## config.mk

```make
export PLATFORM = sky130hd
export DESIGN_NAME = launch_clutch_ramp_controller_core
export DESIGN_NICKNAME = d
export VERILOG_FILES = /design/src/sv/lcrc_pkg.sv /design/src/sv/launch_clutch_ramp_controller_core.sv
export VERILOG_INCLUDE_DIRS = /design/src /design/src/sv
export SDC_FILE = /design/constraint.sdc
export NUM_CORES = 1
export LEC_CHECK = 0
export BUFFER_PORTS_ARGS = -buffer_cell sky130_fd_sc_hd__buf_2
export CORE_AREA = 5 5 198 200
export CTS_CLUSTER_SIZE = 14
export DETAILED_ROUTE_END_ITERATION = 10
export DIE_AREA = 0 0 203 205
export GPL_ROUTABILITY_DRIVEN = 0
export PLACE_DENSITY_LB_ADDON = 0.2
export RECOVER_POWER = 25
export SLEW_MARGIN = 5
export SYNTH_ARGS = -nofsm -noshare
export SYNTH_HDL_FRONTEND = slang
export SYNTH_SLANG_ARGS = --single-unit
export TNS_END_PERCENT = 20
```

## constraint.sdc

```tcl
create_clock -name clk -period 6.78 [get_ports clk]
set_clock_uncertainty 0.15 [all_clocks]
set_input_delay 0 -clock clk [delete_from_list [all_inputs] [get_ports clk]]
set_output_delay 0 -clock clk [all_outputs]
set_load 0.02 [all_outputs]
```

## src/sv/assert_macros.svh

```systemverilog
// Assertion macros used by the RTL core.
`ifndef ASSERT_MACROS_SVH
`define ASSERT_MACROS_SVH

// cond must hold at every clock edge outside reset
`define ASSERT_ALWAYS(label, clk, rst_n, cond) \
	label: assert property (@(posedge clk) disable iff (!(rst_n)) (cond)) \
		else $error("assertion failed");

// cons must hold in the same cycle as ante
`define ASSERT_IMPL(label, clk, rst_n, ante, cons) \
	label: assert property (@(posedge clk) disable iff (!(rst_n)) (ante) |-> (cons)) \
		else $error("assertion failed");

// cons must hold in the cycle after ante
`define ASSERT_NEXT(label, clk, rst_n, ante, cons) \
	label: assert property (@(posedge clk) disable iff (!(rst_n)) (ante) |=> (cons)) \
		else $error("assertion failed");

`endif

```

## src/sv/lcrc_pkg.sv

```systemverilog
// Types and constants of the launch clutch ramp controller.
`default_nettype none
package lcrc_pkg;

	typedef enum logic [2:0] {
		MODE_OFF           = 3'd0,
		MODE_START         = 3'd1,
		MODE_READY         = 3'd2,
		MODE_START_RELEASE = 3'd3,
		MODE_RELEASING     = 3'd4,
		MODE_RUNNING       = 3'd5,
		MODE_STOPPING      = 3'd6
	} mode_t;

	typedef enum logic [1:0] {
		ACT_TICK    = 2'd0,
		ACT_START   = 2'd1,
		ACT_RELEASE = 2'd2,
		ACT_STOP    = 2'd3
	} action_t;

	typedef enum logic [1:0] {
		MSG_NONE  = 2'd0,
		MSG_READY = 2'd1,
		MSG_OFF   = 2'd2
	} msg_t;

	typedef enum logic [1:0] {
		ST_IDLE,
		ST_EXEC,
		ST_DIV_Q,
		ST_WRITE
	} seq_state_t;

	localparam logic [2:0] CFG_START_LEVEL = 3'd0;
	localparam logic [2:0] CFG_END_LEVEL   = 3'd1;
	localparam logic [2:0] CFG_DURATION    = 3'd2;
	localparam logic [2:0] CFG_G1_RPM      = 3'd3;
	localparam logic [2:0] CFG_G1_SPEED    = 3'd4;
	localparam logic [2:0] CFG_G3_RPM      = 3'd5;
	localparam logic [2:0] CFG_G3_SPEED    = 3'd6;

	localparam logic [6:0]  FULL_LEVEL = 7'd100;
	localparam logic [15:0] FULL_FIXED = 16'd25600;
	localparam logic [2:0]  STOP_GEAR  = 3'd2;
	localparam logic [2:0]  GEAR_ONE   = 3'd1;
	localparam logic [2:0]  GEAR_THREE = 3'd3;

	localparam int LEVEL_W = 7;
	localparam int DUR_W   = 14;
	localparam int RPM_W   = 14;
	localparam int SPD_W   = 10;
	localparam int FRAC_W  = 8;

endpackage
`default_nettype wire

```

## src/sv/launch_clutch_ramp_controller_core.sv

```systemverilog
// Launch clutch ramp sequencer with a serial restoring divider for the ramp set-up.
// Each request passes ST_EXEC, then ST_WRITE, which loads it once the output slot is free.
// The ramp set-up tick runs the serial divider once, one quotient bit a cycle,
//   in ST_DIV_Q, between ST_EXEC and ST_WRITE.
// One item at a time; the next request is taken once the result is in the output register.
// Reset (async, active low) clears mode, ramp state and output valid; config registers take defaults.
`default_nettype none
`include "assert_macros.svh"
module launch_clutch_ramp_controller_core
	import lcrc_pkg::*;
#(
	parameter int TICK_PERIOD_MS = 10
) (
	input  wire logic         clk,
	input  wire logic         arst_n,
	input  wire logic         cfg_valid,
	output logic              cfg_ready,
	input  wire logic [2:0]   cfg_index,
	input  wire logic [13:0]  cfg_data,
	input  wire logic         in_valid,
	output logic              in_stall,
	input  wire logic [1:0]   action,
	input  wire logic [13:0]  engine_rpm,
	input  wire logic [9:0]   road_speed,
	input  wire logic [2:0]   current_gear,
	input  wire logic [6:0]   measured_clutch,
	output logic              out_valid,
	input  wire logic         out_stall,
	output logic              clutch_write,
	output logic [6:0]        clutch_command,
	output logic              limiter_engage,
	output logic              limiter_release,
	output logic              upshift_request,
	output logic [1:0]        bus_message,
	output logic              beep,
	output logic [2:0]        mode
);

	localparam int TICK_W = $clog2(TICK_PERIOD_MS + 1);
	localparam int PROD_W = LEVEL_W + TICK_W;
	localparam int NUM_W  = PROD_W + FRAC_W;
	localparam int CNT_W  = $clog2(NUM_W);

	// tick budget by reciprocal multiplication, exact over the duration range
	localparam int RECIP_SH = DUR_W + $clog2(TICK_PERIOD_MS);
	localparam int RECIP    = ((1 << RECIP_SH) + TICK_PERIOD_MS - 1) / TICK_PERIOD_MS;
	localparam int TPROD_W  = RECIP_SH + DUR_W;

	// configuration
	logic [LEVEL_W-1:0] start_lvl_q, end_lvl_q;
	logic [DUR_W-1:0]   dur_q;
	logic [RPM_W-1:0]   g1_rpm_q, g3_rpm_q;
	logic [SPD_W-1:0]   g1_spd_q, g3_spd_q;

	// sequencer and model state
	seq_state_t  state_q, state_d;
	mode_t       mode_q, mode_d;
	logic [15:0] level_q, level_d;
	logic [14:0] step_mag_q, step_mag_d;
	logic        step_neg_q, step_neg_d;
	logic [13:0] ticks_q, ticks_d;

	// latched request
	action_t            act_q;
	logic [RPM_W-1:0]   rpm_q;
	logic [SPD_W-1:0]   spd_q;
	logic [2:0]         gear_q;
	logic [LEVEL_W-1:0] meas_q;

	// serial divider
	logic [NUM_W-1:0] dvd_q, dvd_d;
	logic [DUR_W-1:0] dvs_q, dvs_d;
	logic [DUR_W-1:0] rem_q, rem_d;
	logic [CNT_W-1:0] cnt_q, cnt_d;
	logic [14:0]      res_step_q, res_step_d;
	logic [13:0]      res_ticks_q, res_ticks_d;
	logic [DUR_W:0]   trial, diff;
	logic             qbit;
	logic [NUM_W-1:0] quot;
	logic [TPROD_W-1:0] ticks_prod;

	// result register
	logic        ov_q;
	logic        cw_q, leng_q, lrel_q, up_q, beep_q;
	logic [6:0]  cmd_q;
	msg_t        msg_q;
	mode_t       mode_out_q;
	logic        load;
	logic        o_cw, o_leng, o_lrel, o_up, o_beep;
	logic [6:0]  o_cmd;
	msg_t        o_msg;

	logic [LEVEL_W-1:0] start_c, end_c, mag;
	logic [PROD_W-1:0]  prod;
	logic [16:0]        sum_up;
	logic [15:0]        lvl_new;
	logic               done;
	logic               slot_free;

	assign cfg_ready = 1'b1;
	assign in_stall  = (state_q != ST_IDLE);
	assign slot_free = !ov_q || !out_stall;

	assign start_c = (start_lvl_q > FULL_LEVEL) ? FULL_LEVEL : start_lvl_q;
	assign end_c   = (end_lvl_q > FULL_LEVEL) ? FULL_LEVEL : end_lvl_q;
	assign mag     = (start_c >= end_c) ? (start_c - end_c) : (end_c - start_c);
	assign prod    = PROD_W'(mag) * PROD_W'(TICK_PERIOD_MS);

	assign ticks_prod = TPROD_W'(dur_q) * TPROD_W'(RECIP);

	assign trial = {rem_q, dvd_q[NUM_W-1]};
	assign diff  = trial - {1'b0, dvs_q};
	assign qbit  = (trial >= {1'b0, dvs_q});
	assign quot  = {dvd_q[NUM_W-2:0], qbit};

	assign sum_up = {1'b0, level_q} + {2'b00, step_mag_q};

	always_ff @(posedge clk or negedge arst_n) begin
		if (!arst_n) begin
			start_lvl_q <= 7'd100;
			end_lvl_q   <= 7'd0;
			dur_q       <= 14'd500;
			g1_rpm_q    <= '0;
			g1_spd_q    <= '0;
			g3_rpm_q    <= '0;
			g3_spd_q    <= '0;
		end else if (cfg_valid && cfg_ready) begin
			case (cfg_index)
				CFG_START_LEVEL: start_lvl_q <= cfg_data[LEVEL_W-1:0];
				CFG_END_LEVEL:   end_lvl_q   <= cfg_data[LEVEL_W-1:0];
				CFG_DURATION:    dur_q       <= cfg_data[DUR_W-1:0];
				CFG_G1_RPM:      g1_rpm_q    <= cfg_data[RPM_W-1:0];
				CFG_G1_SPEED:    g1_spd_q    <= cfg_data[SPD_W-1:0];
				CFG_G3_RPM:      g3_rpm_q    <= cfg_data[RPM_W-1:0];
				CFG_G3_SPEED:    g3_spd_q    <= cfg_data[SPD_W-1:0];
				default: ;
			endcase
		end
	end

	always_ff @(posedge clk) begin
		if (in_valid && !in_stall) begin
			act_q  <= action_t'(action);
			rpm_q  <= engine_rpm;
			spd_q  <= road_speed;
			gear_q <= current_gear;
			meas_q <= measured_clutch;
		end
		dvd_q       <= dvd_d;
		dvs_q       <= dvs_d;
		rem_q       <= rem_d;
		cnt_q       <= cnt_d;
		res_step_q  <= res_step_d;
		res_ticks_q <= res_ticks_d;
		if (load) begin
			cw_q       <= o_cw;
			cmd_q      <= o_cmd;
			leng_q     <= o_leng;
			lrel_q     <= o_lrel;
			up_q       <= o_up;
			msg_q      <= o_msg;
			beep_q     <= o_beep;
			mode_out_q <= mode_d;
		end
	end

	always_ff @(posedge clk or negedge arst_n) begin
		if (!arst_n) begin
			state_q    <= ST_IDLE;
			mode_q     <= MODE_OFF;
			level_q    <= '0;
			step_mag_q <= '0;
			step_neg_q <= 1'b0;
			ticks_q    <= '0;
			ov_q       <= 1'b0;
		end else begin
			state_q    <= state_d;
			mode_q     <= mode_d;
			level_q    <= level_d;
			step_mag_q <= step_mag_d;
			step_neg_q <= step_neg_d;
			ticks_q    <= ticks_d;
			if (load)
				ov_q <= 1'b1;
			else if (!out_stall)
				ov_q <= 1'b0;
		end
	end

	always_comb begin
		state_d     = state_q;
		mode_d      = mode_q;
		level_d     = level_q;
		step_mag_d  = step_mag_q;
		step_neg_d  = step_neg_q;
		ticks_d     = ticks_q;
		dvd_d       = dvd_q;
		dvs_d       = dvs_q;
		rem_d       = rem_q;
		cnt_d       = cnt_q;
		res_step_d  = res_step_q;
		res_ticks_d = res_ticks_q;
		load        = 1'b0;
		o_cw        = 1'b0;
		o_cmd       = '0;
		o_leng      = 1'b0;
		o_lrel      = 1'b0;
		o_up        = 1'b0;
		o_msg       = MSG_NONE;
		o_beep      = 1'b0;
		lvl_new     = level_q;
		done        = 1'b0;

		case (state_q)
			ST_IDLE: begin
				if (in_valid)
					state_d = ST_EXEC;
			end
			ST_EXEC: begin
				res_step_d  = '0;
				res_ticks_d = ticks_prod[TPROD_W-1 -: DUR_W];
				if (act_q == ACT_TICK && mode_q == MODE_START_RELEASE && dur_q != '0) begin
					dvd_d   = {prod, {FRAC_W{1'b0}}};
					dvs_d   = dur_q;
					rem_d   = '0;
					cnt_d   = CNT_W'(NUM_W - 1);
					state_d = ST_DIV_Q;
				end else begin
					state_d = ST_WRITE;
				end
			end
			ST_DIV_Q: begin
				dvd_d = quot;
				rem_d = qbit ? diff[DUR_W-1:0] : trial[DUR_W-1:0];
				cnt_d = cnt_q - 1'b1;
				if (cnt_q == '0) begin
					res_step_d = (quot > NUM_W'(FULL_FIXED)) ? 15'(FULL_FIXED) : quot[14:0];
					state_d    = ST_WRITE;
				end
			end
			ST_WRITE: begin
				if (slot_free) begin
					load    = 1'b1;
					state_d = ST_IDLE;
					case (act_q)
						ACT_START: begin
							if (mode_q == MODE_OFF)
								mode_d = MODE_START;
						end
						ACT_RELEASE: begin
							if (mode_q == MODE_READY)
								mode_d = MODE_START_RELEASE;
						end
						ACT_STOP: begin
							if (mode_q != MODE_OFF)
								mode_d = MODE_STOPPING;
						end
						ACT_TICK: begin
							case (mode_q)
								MODE_START: begin
									o_leng  = 1'b1;
									o_msg   = MSG_READY;
									level_d = FULL_FIXED;
									o_cw    = 1'b1;
									o_cmd   = FULL_LEVEL;
									mode_d  = MODE_READY;
								end
								MODE_READY: begin
									o_cw  = 1'b1;
									o_cmd = FULL_LEVEL;
								end
								MODE_START_RELEASE: begin
									level_d    = {1'b0, start_c, {FRAC_W{1'b0}}};
									o_cw       = 1'b1;
									o_cmd      = start_c;
									ticks_d    = res_ticks_q;
									step_mag_d = res_step_q;
									step_neg_d = (start_c < end_c);
									mode_d     = MODE_RELEASING;
								end
								MODE_RELEASING: begin
									if (step_neg_q)
										lvl_new = (sum_up > {1'b0, FULL_FIXED}) ?
											FULL_FIXED : sum_up[15:0];
									else
										lvl_new = (level_q > {1'b0, step_mag_q}) ?
											(level_q - {1'b0, step_mag_q}) : '0;
									level_d = lvl_new;
									done    = (ticks_q <= 14'd1) || (meas_q <= end_c);
									if (ticks_q != '0)
										ticks_d = ticks_q - 1'b1;
									o_cw   = 1'b1;
									o_cmd  = done ? 7'd0 : lvl_new[14:8];
									o_beep = 1'b1;
									if (done) begin
										o_lrel = 1'b1;
										mode_d = MODE_RUNNING;
									end
								end
								MODE_RUNNING: begin
									if (gear_q == STOP_GEAR)
										mode_d = MODE_STOPPING;
									else if (gear_q == GEAR_ONE)
										o_up = (rpm_q >= g1_rpm_q) && (spd_q >= g1_spd_q);
									else if (gear_q == GEAR_THREE)
										o_up = (rpm_q >= g3_rpm_q) && (spd_q >= g3_spd_q);
								end
								MODE_STOPPING: begin
									mode_d = MODE_OFF;
									o_msg  = MSG_OFF;
								end
								default: ;
							endcase
						end
						default: ;
					endcase
				end
			end
			default: state_d = ST_IDLE;
		endcase
	end

	assign out_valid       = ov_q;
	assign clutch_write    = cw_q;
	assign clutch_command  = cmd_q;
	assign limiter_engage  = leng_q;
	assign limiter_release = lrel_q;
	assign upshift_request = up_q;
	assign bus_message     = msg_q;
	assign beep            = beep_q;
	assign mode            = mode_out_q;

	`ASSERT_ALWAYS(a_level_in_range, clk, arst_n, level_q <= FULL_FIXED)
	`ASSERT_ALWAYS(a_step_in_range, clk, arst_n, step_mag_q <= 15'(FULL_FIXED))
	`ASSERT_NEXT(a_div_hands_over, clk, arst_n, state_q == ST_DIV_Q && cnt_q == '0, state_q == ST_WRITE)
	`ASSERT_NEXT(a_write_loads, clk, arst_n, state_q == ST_WRITE && slot_free, ov_q && state_q == ST_IDLE)
	`ASSERT_IMPL(a_cmd_needs_write, clk, arst_n, ov_q && !cw_q, cmd_q == 7'd0)

endmodule
`default_nettype wire
```

==> flow_summary.json, run 1 <==
{
  "initial_utilization": 0.493,
  "start_kind": "flip-flop",
  "finalHoldViolations": 0,
  "path_class": "reg -> reg",
  "synth-seq-cells": 258,
  "synth_fp_nets": 2134,
  "root_buffer": "clkbuf_16",
  "r2r-start": "dur_q[8]$_DFFE_PN1P_",
  "cts.sinks": 258,
  "vias": 13200,
  "crit_path_max_fanout": 6,
  "cts_max_level": 1,
  "antenna_found_initial": 0,
  "finalCriticalPeriod_ns": 5.99,
  "critPathLaunch": "dur_q[8]$_DFFE_PN1P_",
  "cts_resized": 0,
  "first_iter_violations": 625,
  "min_path_type": "in -> reg",
  "dp_hpwl_mm": 31.7,
  "num_io_pins": 78,
  "path_depth": 21,
  "gr-total-overflow": 0,
  "async_flop_share": 0.496,
  "grt_pass1_vias": 13700,
  "end_kind": "flip-flop",
  "worstPathCellList": "inv_1 > ha_1 > fa_1 > fa_1 > inv_1 > fa_1 > inv_1 > fa_1 > inv_1 > fa_1 > inv_1 > ha_1 > a211oi_1 > o21ai_0 > nand3_1 > o211ai_1 > a21oi_1 > a21oi_1 > a21oi_1 > o21bai_1 > xnor2_1",
  "avgSynthCellArea_um2": 10.3,
  "port_buffers": 76,
  "clk_pin_slew_worst_paths_ns": 0.07,
  "yosys_warnings": 0,
  "violations": "capacitance limit, slew limit",
  "synth_edf_count": 130,
  "syn_inst": 1774,
  "rsz0062_at_grt": "no",
  "reg2reg_to": "res_ticks_q[10]$_DFFE_PP_",
  "max_stage_delay_ns": 0.67,
  "relSlewSlack": -1.17,
  "path_buf_inv": 5,
  "crit_family": "adder cells",
  "grtUsageTotal": 0.212,
  "grt_pass1_wl_mm": 71.7,
  "drtAntennaViolNets": 0,
  "die_y_um": 205,
  "yosysTopAreaCell": "edfxtp_1",
  "grt_max_degree": 68,
  "rows": 71,
  "netlist_area_um2": 18300,
  "synth.top_cell.area_share": 0.213,
  "core-area_um2": 37200,
  "endpoint": "res_ticks_q[10]$_DFFE_PP_",
  "synth_flop_cell": "edfxtp_1",
  "wire_per_inst_um": 17.7,
  "yosys.cell_count.top_type": "inv_1",
  "drive_above_1_share": 0.0982,
  "seq_area_frac_synth": 0.388,
  "maxSlewViolCount": 56,
  "drc": 0,
  "synthToLayoutAreaGrowth_pct": 15.3,
  "maxCapViolations": 1,
  "cts-buffers-inserted": 29,
  "synth_area_leaders": "edfxtp_1 21%, dfrtp_1 16%, ha_1 16%, fa_1 7.2%, inv_1 5.2%",
  "finalNetCount": 2304,
  "cts_buffer_depth": 3,
  "cts_tree": "done",
  "hold_depth": 4,
  "diodes": 0,
  "synthDistinctLibCells": 82,
  "die-area_um2": 41600,
  "firstDrtPassIters": 5,
  "critPathArrivalTime_ns": 6.14,
  "critPathRequiredTime_ns": 6.94,
  "die_x_um": 203,
  "postRouteWirelength_mm": 43.3,
  "setup_tns_ns": 0,
  "max_freq_mhz": 167,
  "clk_latency_ns": 0.57,
  "worst_pin_slew_ns": 3.26,
  "postCtsSetupBuffers": 0,
  "avgViaCountPerCell": 5.42,
  "timing.final.crit_share": 0.883,
  "r2r_cells": 21,
  "status": "complete, but fails checks",
  "synth_common_cells": "252 x inv_1, 236 x ha_1, 130 x edfxtp_1, 119 x dfrtp_1, 116 x nand2_1",
  "rrSetupSlack_ns": 0.79,
  "crit_path_top_delay_cell": "dfstp_1",
  "finalSetupViolCount": 0
}
==> metal layers <==
layer	part of all wire	routed length, um	global-route usage
met5	0	0	0
met4	0.025	1080	0.0516
met3	0.036	1560	0.0249
met2	0.49	21200	0.370
met1	0.45	19400	0.285
==> kinds of logic (layout without fill, tap and decap cells) <==
family                   after synthesis  count (layout)  share of synthesized area
AND/OR/NAND/NOR                      408             408                      0.112
buffers and inverters                307             499                     0.0648
adder cells (fa/ha/maj)              302             302                      0.233
multiplexers                          81              81                     0.0484
AO/OA/AOI/OAI                        360             360                      0.126
flip-flops                           258             258                      0.388
XOR/XNOR                              57              57                     0.0272
other                                  1               1                   0.000205
==> layout make-up <==
| cell class | count | area, um^2 |
|---|---|---|
| well taps | 474 | 593 |
| inverters | 254 | 953 |
| repair buffers | 192 | 1490 |
| flip-flops and latches | 258 | 7120 |
| clock inverters | 14 | 128 |
| multi-input cells | 1209 | 10000 |
| fillers | 3182 | 16100 |
| clock buffers | 39 | 813 |
==> layout by cell type (no fill, tap or decap), drive strengths merged, types with 14 or more instances in the layout <==
cell,instances
inv,255
ha,236
edfxtp,130
dfrtp,119
nand2,116
dlygate4sd3,110
a21oi,109
o21ai,107
nor2,95
fa,66
clkbuf,64
mux2,61
buf,57
xnor2,35
a21o,33
nor2b,30
and2,27
nor3,25
nand2b,24
nand3,22
xor2,22
mux2i,20
a211oi,14
==> what timing repair did <==
action	4_1_cts	5_1_grt
hold buffers	111	0
setup endpoints to repair	0	0
endpoints found under the hold margin	176	0
==> worst register-to-register path, stage by stage (launching register included) <==
cell and delay [ns]:
dfstp_1 0.67, inv_1 0.14, ha_1 0.39, fa_1 0.51, fa_1 0.51, inv_1 0.05, fa_1 0.53, inv_1 0.05
fa_1 0.49, inv_1 0.05, fa_1 0.49, inv_1 0.04, ha_1 0.20, a211oi_1 0.23, o21ai_0 0.16, nand3_1 0.11
o211ai_1 0.15, a21oi_1 0.22, a21oi_1 0.12, a21oi_1 0.23, o21bai_1 0.10, xnor2_1 0.12
==> worst min-delay path by stage <==
stage | start | endpoint | slack [ns]
5_1_grt | cfg_data[11] | g1_rpm_q[11]$_DFFE_PN0P_ | 0.09
6_report | cfg_data[10] | dur_q[10]$_DFFE_PN0P_ | 0.09
3_5_place_dp | arst_n | g1_spd_q[6]$_DFFE_PN0P_ | -0.11
2_1_floorplan | arst_n | dur_q[0]$_DFFE_PN0P_ | -0.45
4_1_cts | measured_clutch[1] | meas_q[1]$_DFFE_PP_ | 0.03
3_3_place_gp | arst_n | g1_spd_q[6]$_DFFE_PN0P_ | -0.11
==> state kept, by name, indices dropped and copies added (netlist names), 10 cells and up <==
signal,count
dvd_q,19
level_q,16
res_step_q,15
step_mag_q,15
dur_q,14
dvs_q,14
g1_rpm_q,14
g3_rpm_q,14
rem_q,14
rpm_q,14
ticks_q,14
res_ticks_q,11
g1_spd_q,10
g3_spd_q,10
spd_q,10
==> through the flow <==
stage / util / instances / hold slack, ns / cell area, um^2 / setup WS (ns)
after detailed placement: 0.514 / 2276 / -0.111 / 19100 / 0.909
after global placement: 0.514 / 2276 / -0.114 / 19100 / 0.994
after global routing: 0.568 / 2440 / 0.0885 / 21100 / 0.475
final: 0.568 / 2440 / 0.0906 / 21100 / 0.793
after CTS: 0.570 / 2440 / 0.0347 / 21200 / 0.889
after floorplan: - / 1774 / -0.446 / 18300 / 1.31
Power of run 1 is left out: the tool's default activity adds up to more than one toggle a clock period on the data nets, which glitch-free logic cannot reach.
==> inputs of run 2 (changes only) <==
--- a/config.mk
+++ b/config.mk
@@ -7,6 +7,8 @@
 export NUM_CORES = 1
 export LEC_CHECK = 0
 export BUFFER_PORTS_ARGS = -buffer_cell sky130_fd_sc_hd__buf_2
+export CELL_PAD_IN_SITES_DETAIL_PLACEMENT = 0
+export CELL_PAD_IN_SITES_GLOBAL_PLACEMENT = 1
 export CORE_AREA = 5 5 198 200
 export CTS_CLUSTER_SIZE = 14
 export DETAILED_ROUTE_END_ITERATION = 10
==> flow_summary.json, run 2 (synthesized netlist as in run 1, its figures left out) <==
{
  "setup_tns_ns": 0,
  "violations": "capacitance limit, slew limit",
  "num_io_pins": 78,
  "cts_tree": "done",
  "critPathArrivalTime_ns": 6.14,
  "die_x_um": 203,
  "worst_pin_slew_ns": 3.66,
  "grt_pass1_wl_mm": 72.7,
  "gr-total-overflow": 0,
  "synthToLayoutAreaGrowth_pct": 16.2,
  "largest_reg_flops": 19,
  "clk_pin_slew_worst_paths_ns": 0.06,
  "grtUsageTotal": 0.216,
  "final_common_cell": "inv_1",
  "end_kind": "flip-flop",
  "crit_path_max_fanout": 6,
  "start_kind": "flip-flop",
  "port_buffers": 76,
  "dp_hpwl_mm": 32.7,
  "finalHoldViolations": 0,
  "cts_buffer_depth": 3,
  "cts-buffers-inserted": 31,
  "cts.sinks": 258,
  "grtUsageMet1": 0.285,
  "maxSlewViolCount": 62,
  "drc": 0,
  "relSlewSlack": -1.44,
  "crit_path_top_delay_cell": "dfstp_1",
  "grt.met2_usage": 0.384,
  "finalNetCount": 2310,
  "die_y_um": 205,
  "critPathRequiredTime_ns": 6.95,
  "core-area_um2": 37200,
  "grtUsageMet3": 0.0230,
  "maxCapViolations": 1,
  "rows": 71,
  "most-common-layout-cells": "252 x inv_1, 236 x ha_1, 130 x edfxtp_1",
  "first_iter_violations": 606,
  "min_path_type": "in -> reg",
  "path_class": "reg -> reg",
  "timing.final.crit_share": 0.881,
  "clk_latency_ns": 0.57,
  "reg_top3": "dvd_q x19, level_q x16",
  "vias": 13100,
  "finalCriticalPeriod_ns": 5.97,
  "wire_per_inst_um": 18.0,
  "grt_pass1_vias": 13600,
  "drive_above_1_share": 0.106,
  "die-area_um2": 41600,
  "rsz0062_at_grt": "no",
  "worstPathCellList": "inv_1 > ha_1 > fa_1 > fa_1 > inv_1 > fa_1 > inv_1 > fa_1 > inv_1 > fa_1 > inv_1 > ha_1 > a211oi_1 > o21ai_0 > nand3_1 > o211ai_1 > a21oi_1 > a21oi_1 > a21oi_1 > o21bai_1 > xnor2_1",
  "regMostFlops": "dvd_q",
  "avgViaCountPerCell": 5.35,
  "status": "complete, but fails checks",
  "drtAntennaViolNets": 0,
  "grt.busiest_layer": "met2",
  "antenna_found_initial": 0,
  "max_freq_mhz": 167,
  "initial_utilization": 0.493,
  "postRouteWirelength_mm": 44.2,
  "max_stage_delay_ns": 0.65,
  "diodes": 0,
  "firstDrtPassIters": 4,
  "root_buffer": "clkbuf_16",
  "cts_max_level": 1,
  "grt_max_degree": 62,
  "finalSetupViolCount": 0
}
[run 2: changes by cell type in the layout (fill, tap and decap cells not counted), sizes merged]
cell         before  now
dlygate4sd3     110  113
clkinvlp          1    3
inv             255  257
bufinv            2    3
clkbuf           64   54
clkinv           10   12
buf              57   66
[run 2: metrics by stage]
step	area (um^2)	util	cells	hold slack, ns	setup slack (ns)
5_1_grt	21300	0.573	2449	0.0875	0.509
6_report	21300	0.573	2449	0.0800	0.809
4_1_cts	21400	0.574	2449	0.0404	0.892
3_3_place_gp	19100	0.514	2277	-0.0766	0.940
2_1_floorplan	18300	-	1774	-0.446	1.31
3_5_place_dp	19100	0.514	2277	-0.0736	0.898
[run 2: worst max-delay path, delay by kind of cell, from the launching register on]
family | cells | cell delay, ns
compound gates | 7 | 1.20
xor+xnor | 1 | 0.13
fa+ha+maj | 7 | 3.12
buf+inv | 5 | 0.34
flops | 1 | 0.65
simple gates | 1 | 0.11
[run 2: area by class of cell]
type / instances / area [um^2]
Clock buffer: 37 / 851
Fill cell: 3206 / 15900
Clock inverter: 21 / 214
Inverter: 254 / 953
Sequential cell: 258 / 7120
Timing Repair Buffer: 196 / 1540
Tap cell: 474 / 593
Multi-Input combinational cell: 1209 / 10000
[run 2: metal layers]
layer,routed length [um],share of wire
met5,0,0
met2,21900,0.50
met3,1270,0.029
met4,1030,0.023
met1,19900,0.45
[run 2: worst paths after layout]
path,from,to,slack [ns],cells after the start
setup / recovery,dur_q[8]$_DFFE_PN1P_,res_ticks_q[10]$_DFFE_PP_,0.81,21
setup reg to reg,dur_q[8]$_DFFE_PN1P_,res_ticks_q[10]$_DFFE_PP_,0.81,21
max in group asynchronous,arst_n,step_neg_q$_DFFE_PN0P_,2.07,4
hold / removal,cfg_data[11],g1_rpm_q[11]$_DFFE_PN0P_,0.08,3
min in group asynchronous,arst_n,dur_q[4]$_DFFE_PN1P_,0.88,3
hold reg to reg,res_step_q[0]$_SDFFCE_PN0P_,step_mag_q[0]$_DFFE_PN0P_,0.29,2
[run 2: what timing repair did]
item / in CTS / in global routing
hold buffers: 114 / 0
gates resized for setup: 0 / 0
buffers inserted: 0 / 0
endpoints found under the hold margin: 183 / 0
Power of run 2 is left out for the same reason.
==> inputs of run 3 (changes only) <==
--- a/config.mk
+++ b/config.mk
@@ -14,8 +14,9 @@
 export DETAILED_ROUTE_END_ITERATION = 10
 export DIE_AREA = 0 0 203 205
 export GPL_ROUTABILITY_DRIVEN = 0
-export PLACE_DENSITY_LB_ADDON = 0.2
+export PLACE_DENSITY = 0.78
 export RECOVER_POWER = 25
+export SKIP_CTS_REPAIR_TIMING = 1
 export SLEW_MARGIN = 5
 export SYNTH_ARGS = -nofsm -noshare
 export SYNTH_HDL_FRONTEND = slang
==> constraint.sdc (replaced) <==
create_clock -name clk -period 6.78 [get_ports clk]
set_clock_uncertainty 0.15 [all_clocks]
set_input_delay 0 -clock clk [delete_from_list [all_inputs] [get_ports clk]]
set_output_delay 0 -clock clk [all_outputs]
set_load 0.1 [all_outputs]
==> flow_summary.json, run 3 (synthesized netlist as in run 1, its figures left out) <==
{
  "timing.final.crit_share": 0.878,
  "holdWs_ns": -0.0751,
  "worst_pin_slew_ns": 3.22,
  "rows": 71,
  "cts_buffer_depth": 3,
  "antenna_found_initial": 0,
  "maxCapViolations": 1,
  "dp_hpwl_mm": 32.5,
  "finalCriticalPeriod_ns": 5.96,
  "gr-total-overflow": 0,
  "die-area_um2": 41600,
  "max_freq_mhz": 168,
  "postRouteWirelength_mm": 43.5,
  "relSlewSlack": -1.15,
  "grt_pass1_wl_mm": 69.3,
  "start_kind": "flip-flop",
  "critPathArrivalTime_ns": 6.12,
  "max_stage_delay_ns": 0.65,
  "end_kind": "flip-flop",
  "maxSlewViolCount": 58,
  "finalNetCount": 2272,
  "setup_tns_ns": 0,
  "crit_path_top_delay_cell": "dfstp_1",
  "cts_tree": "done",
  "critPathRequiredTime_ns": 6.94,
  "diodes": 0,
  "die_y_um": 205,
  "wire_per_inst_um": 18.1,
  "largest_reg_flops": 19,
  "root_buffer": "clkbuf_16",
  "clk_latency_ns": 0.57,
  "finalHoldViolations": 8,
  "core-area_um2": 37200,
  "cts_max_level": 1,
  "min_path_type": "in -> reg",
  "violations": "hold timing, capacitance limit, slew limit",
  "most-common-layout-cells": "252 x inv_1, 236 x ha_1, 130 x edfxtp_1",
  "crit_family": "adder cells",
  "worstPathCellList": "inv_1 > ha_1 > fa_1 > fa_1 > inv_1 > fa_1 > inv_1 > fa_1 > inv_1 > fa_1 > inv_1 > ha_1 > a211oi_1 > o21ai_0 > nand3_1 > o211ai_1 > a21oi_1 > a21oi_1 > a21oi_1 > o21bai_1 > xnor2_1",
  "vias": 13100,
  "cts-buffers-inserted": 29,
  "avgViaCountPerCell": 5.42,
  "reg_top3": "dvd_q x19, level_q x16",
  "clk_pin_slew_worst_paths_ns": 0.06,
  "grt_max_degree": 66,
  "drive_above_1_share": 0.107,
  "firstDrtPassIters": 5,
  "grt_pass1_vias": 13100,
  "port_buffers": 76,
  "initial_utilization": 0.493,
  "die_x_um": 203,
  "status": "complete, but fails checks",
  "first_iter_violations": 596,
  "finalSetupViolCount": 0,
  "num_io_pins": 78,
  "drc": 0,
  "rsz0062_at_grt": "no",
  "drtAntennaViolNets": 0,
  "path_class": "reg -> reg",
  "final_common_cell": "inv_1",
  "grtUsageTotal": 0.205,
  "cts.sinks": 258,
  "path_buf_inv": 5,
  "synthToLayoutAreaGrowth_pct": 13.3,
  "regMostFlops": "dvd_q",
  "crit_path_max_fanout": 6,
  "rrSetupSlack_ns": 0.82
}
[run 3: changes by cell type in the layout (fill, tap and decap cells not counted), sizes merged]
cell,before,now
dlygate4sd3,113,76
inv,257,258
clkinvlp,3,0
clkinv,12,6
buf,66,75
clkbuf,54,53
bufinv,3,0
[run 3: tightest hold or removal path, delay by kind of cell]
kind | cells | cell delay, ns
and+or+nand+nor | 3 | 0.38
buffers and inverters | 1 | 0.13
AOI/OAI and AO/OA | 1 | 0.07
[run 3: layer usage]
layer  vias to the layer above  wire [um]  global-route usage
met3                        61       1560              0.0241
met2                       220      21200               0.351
met5                         -          0                   0
met4                         0       1090              0.0497
met1                      6348      19700               0.281
li1                       6425          -                   -
[run 3: final timing paths]
kind	startpoint	endpoint	depth (start not counted)
setup / recovery	dur_q[8]$_DFFE_PN1P_	res_ticks_q[10]$_DFFE_PP_	21
hold / removal	cfg_valid	end_lvl_q[5]$_DFFE_PN0P_	5
setup reg to reg	dur_q[8]$_DFFE_PN1P_	res_ticks_q[10]$_DFFE_PP_	21
hold reg to reg	res_step_q[0]$_SDFFCE_PN0P_	step_mag_q[0]$_DFFE_PN0P_	2
max in group asynchronous	arst_n	dur_q[3]$_DFFE_PN0P_	4
min in group asynchronous	arst_n	start_lvl_q[2]$_DFFE_PN1P_	3
[run 3: area by class of cell]
type / count / area, um^2
sequential: 258 / 7120
fill: 3241 / 16400
tap: 474 / 593
timing repair buffer: 160 / 1180
clock inverter: 10 / 61.3
multi-input combinational: 1209 / 10000
clock buffer: 44 / 833
inverter: 254 / 953
[run 3: metrics by stage]
step	hold slack, ns	worst slack, ns	util	cells	instance area, um^2
floorplan	-0.446	1.31	-	1774	18300
global placement	-0.102	0.979	0.514	2278	19100
detailed placement	-0.104	0.856	0.514	2278	19100
CTS	-0.710	0.862	0.538	2332	20000
global route	-0.0175	0.368	0.558	2409	20800
finish	-0.0751	0.824	0.558	2409	20800
Power of run 3 is left out for the same reason.
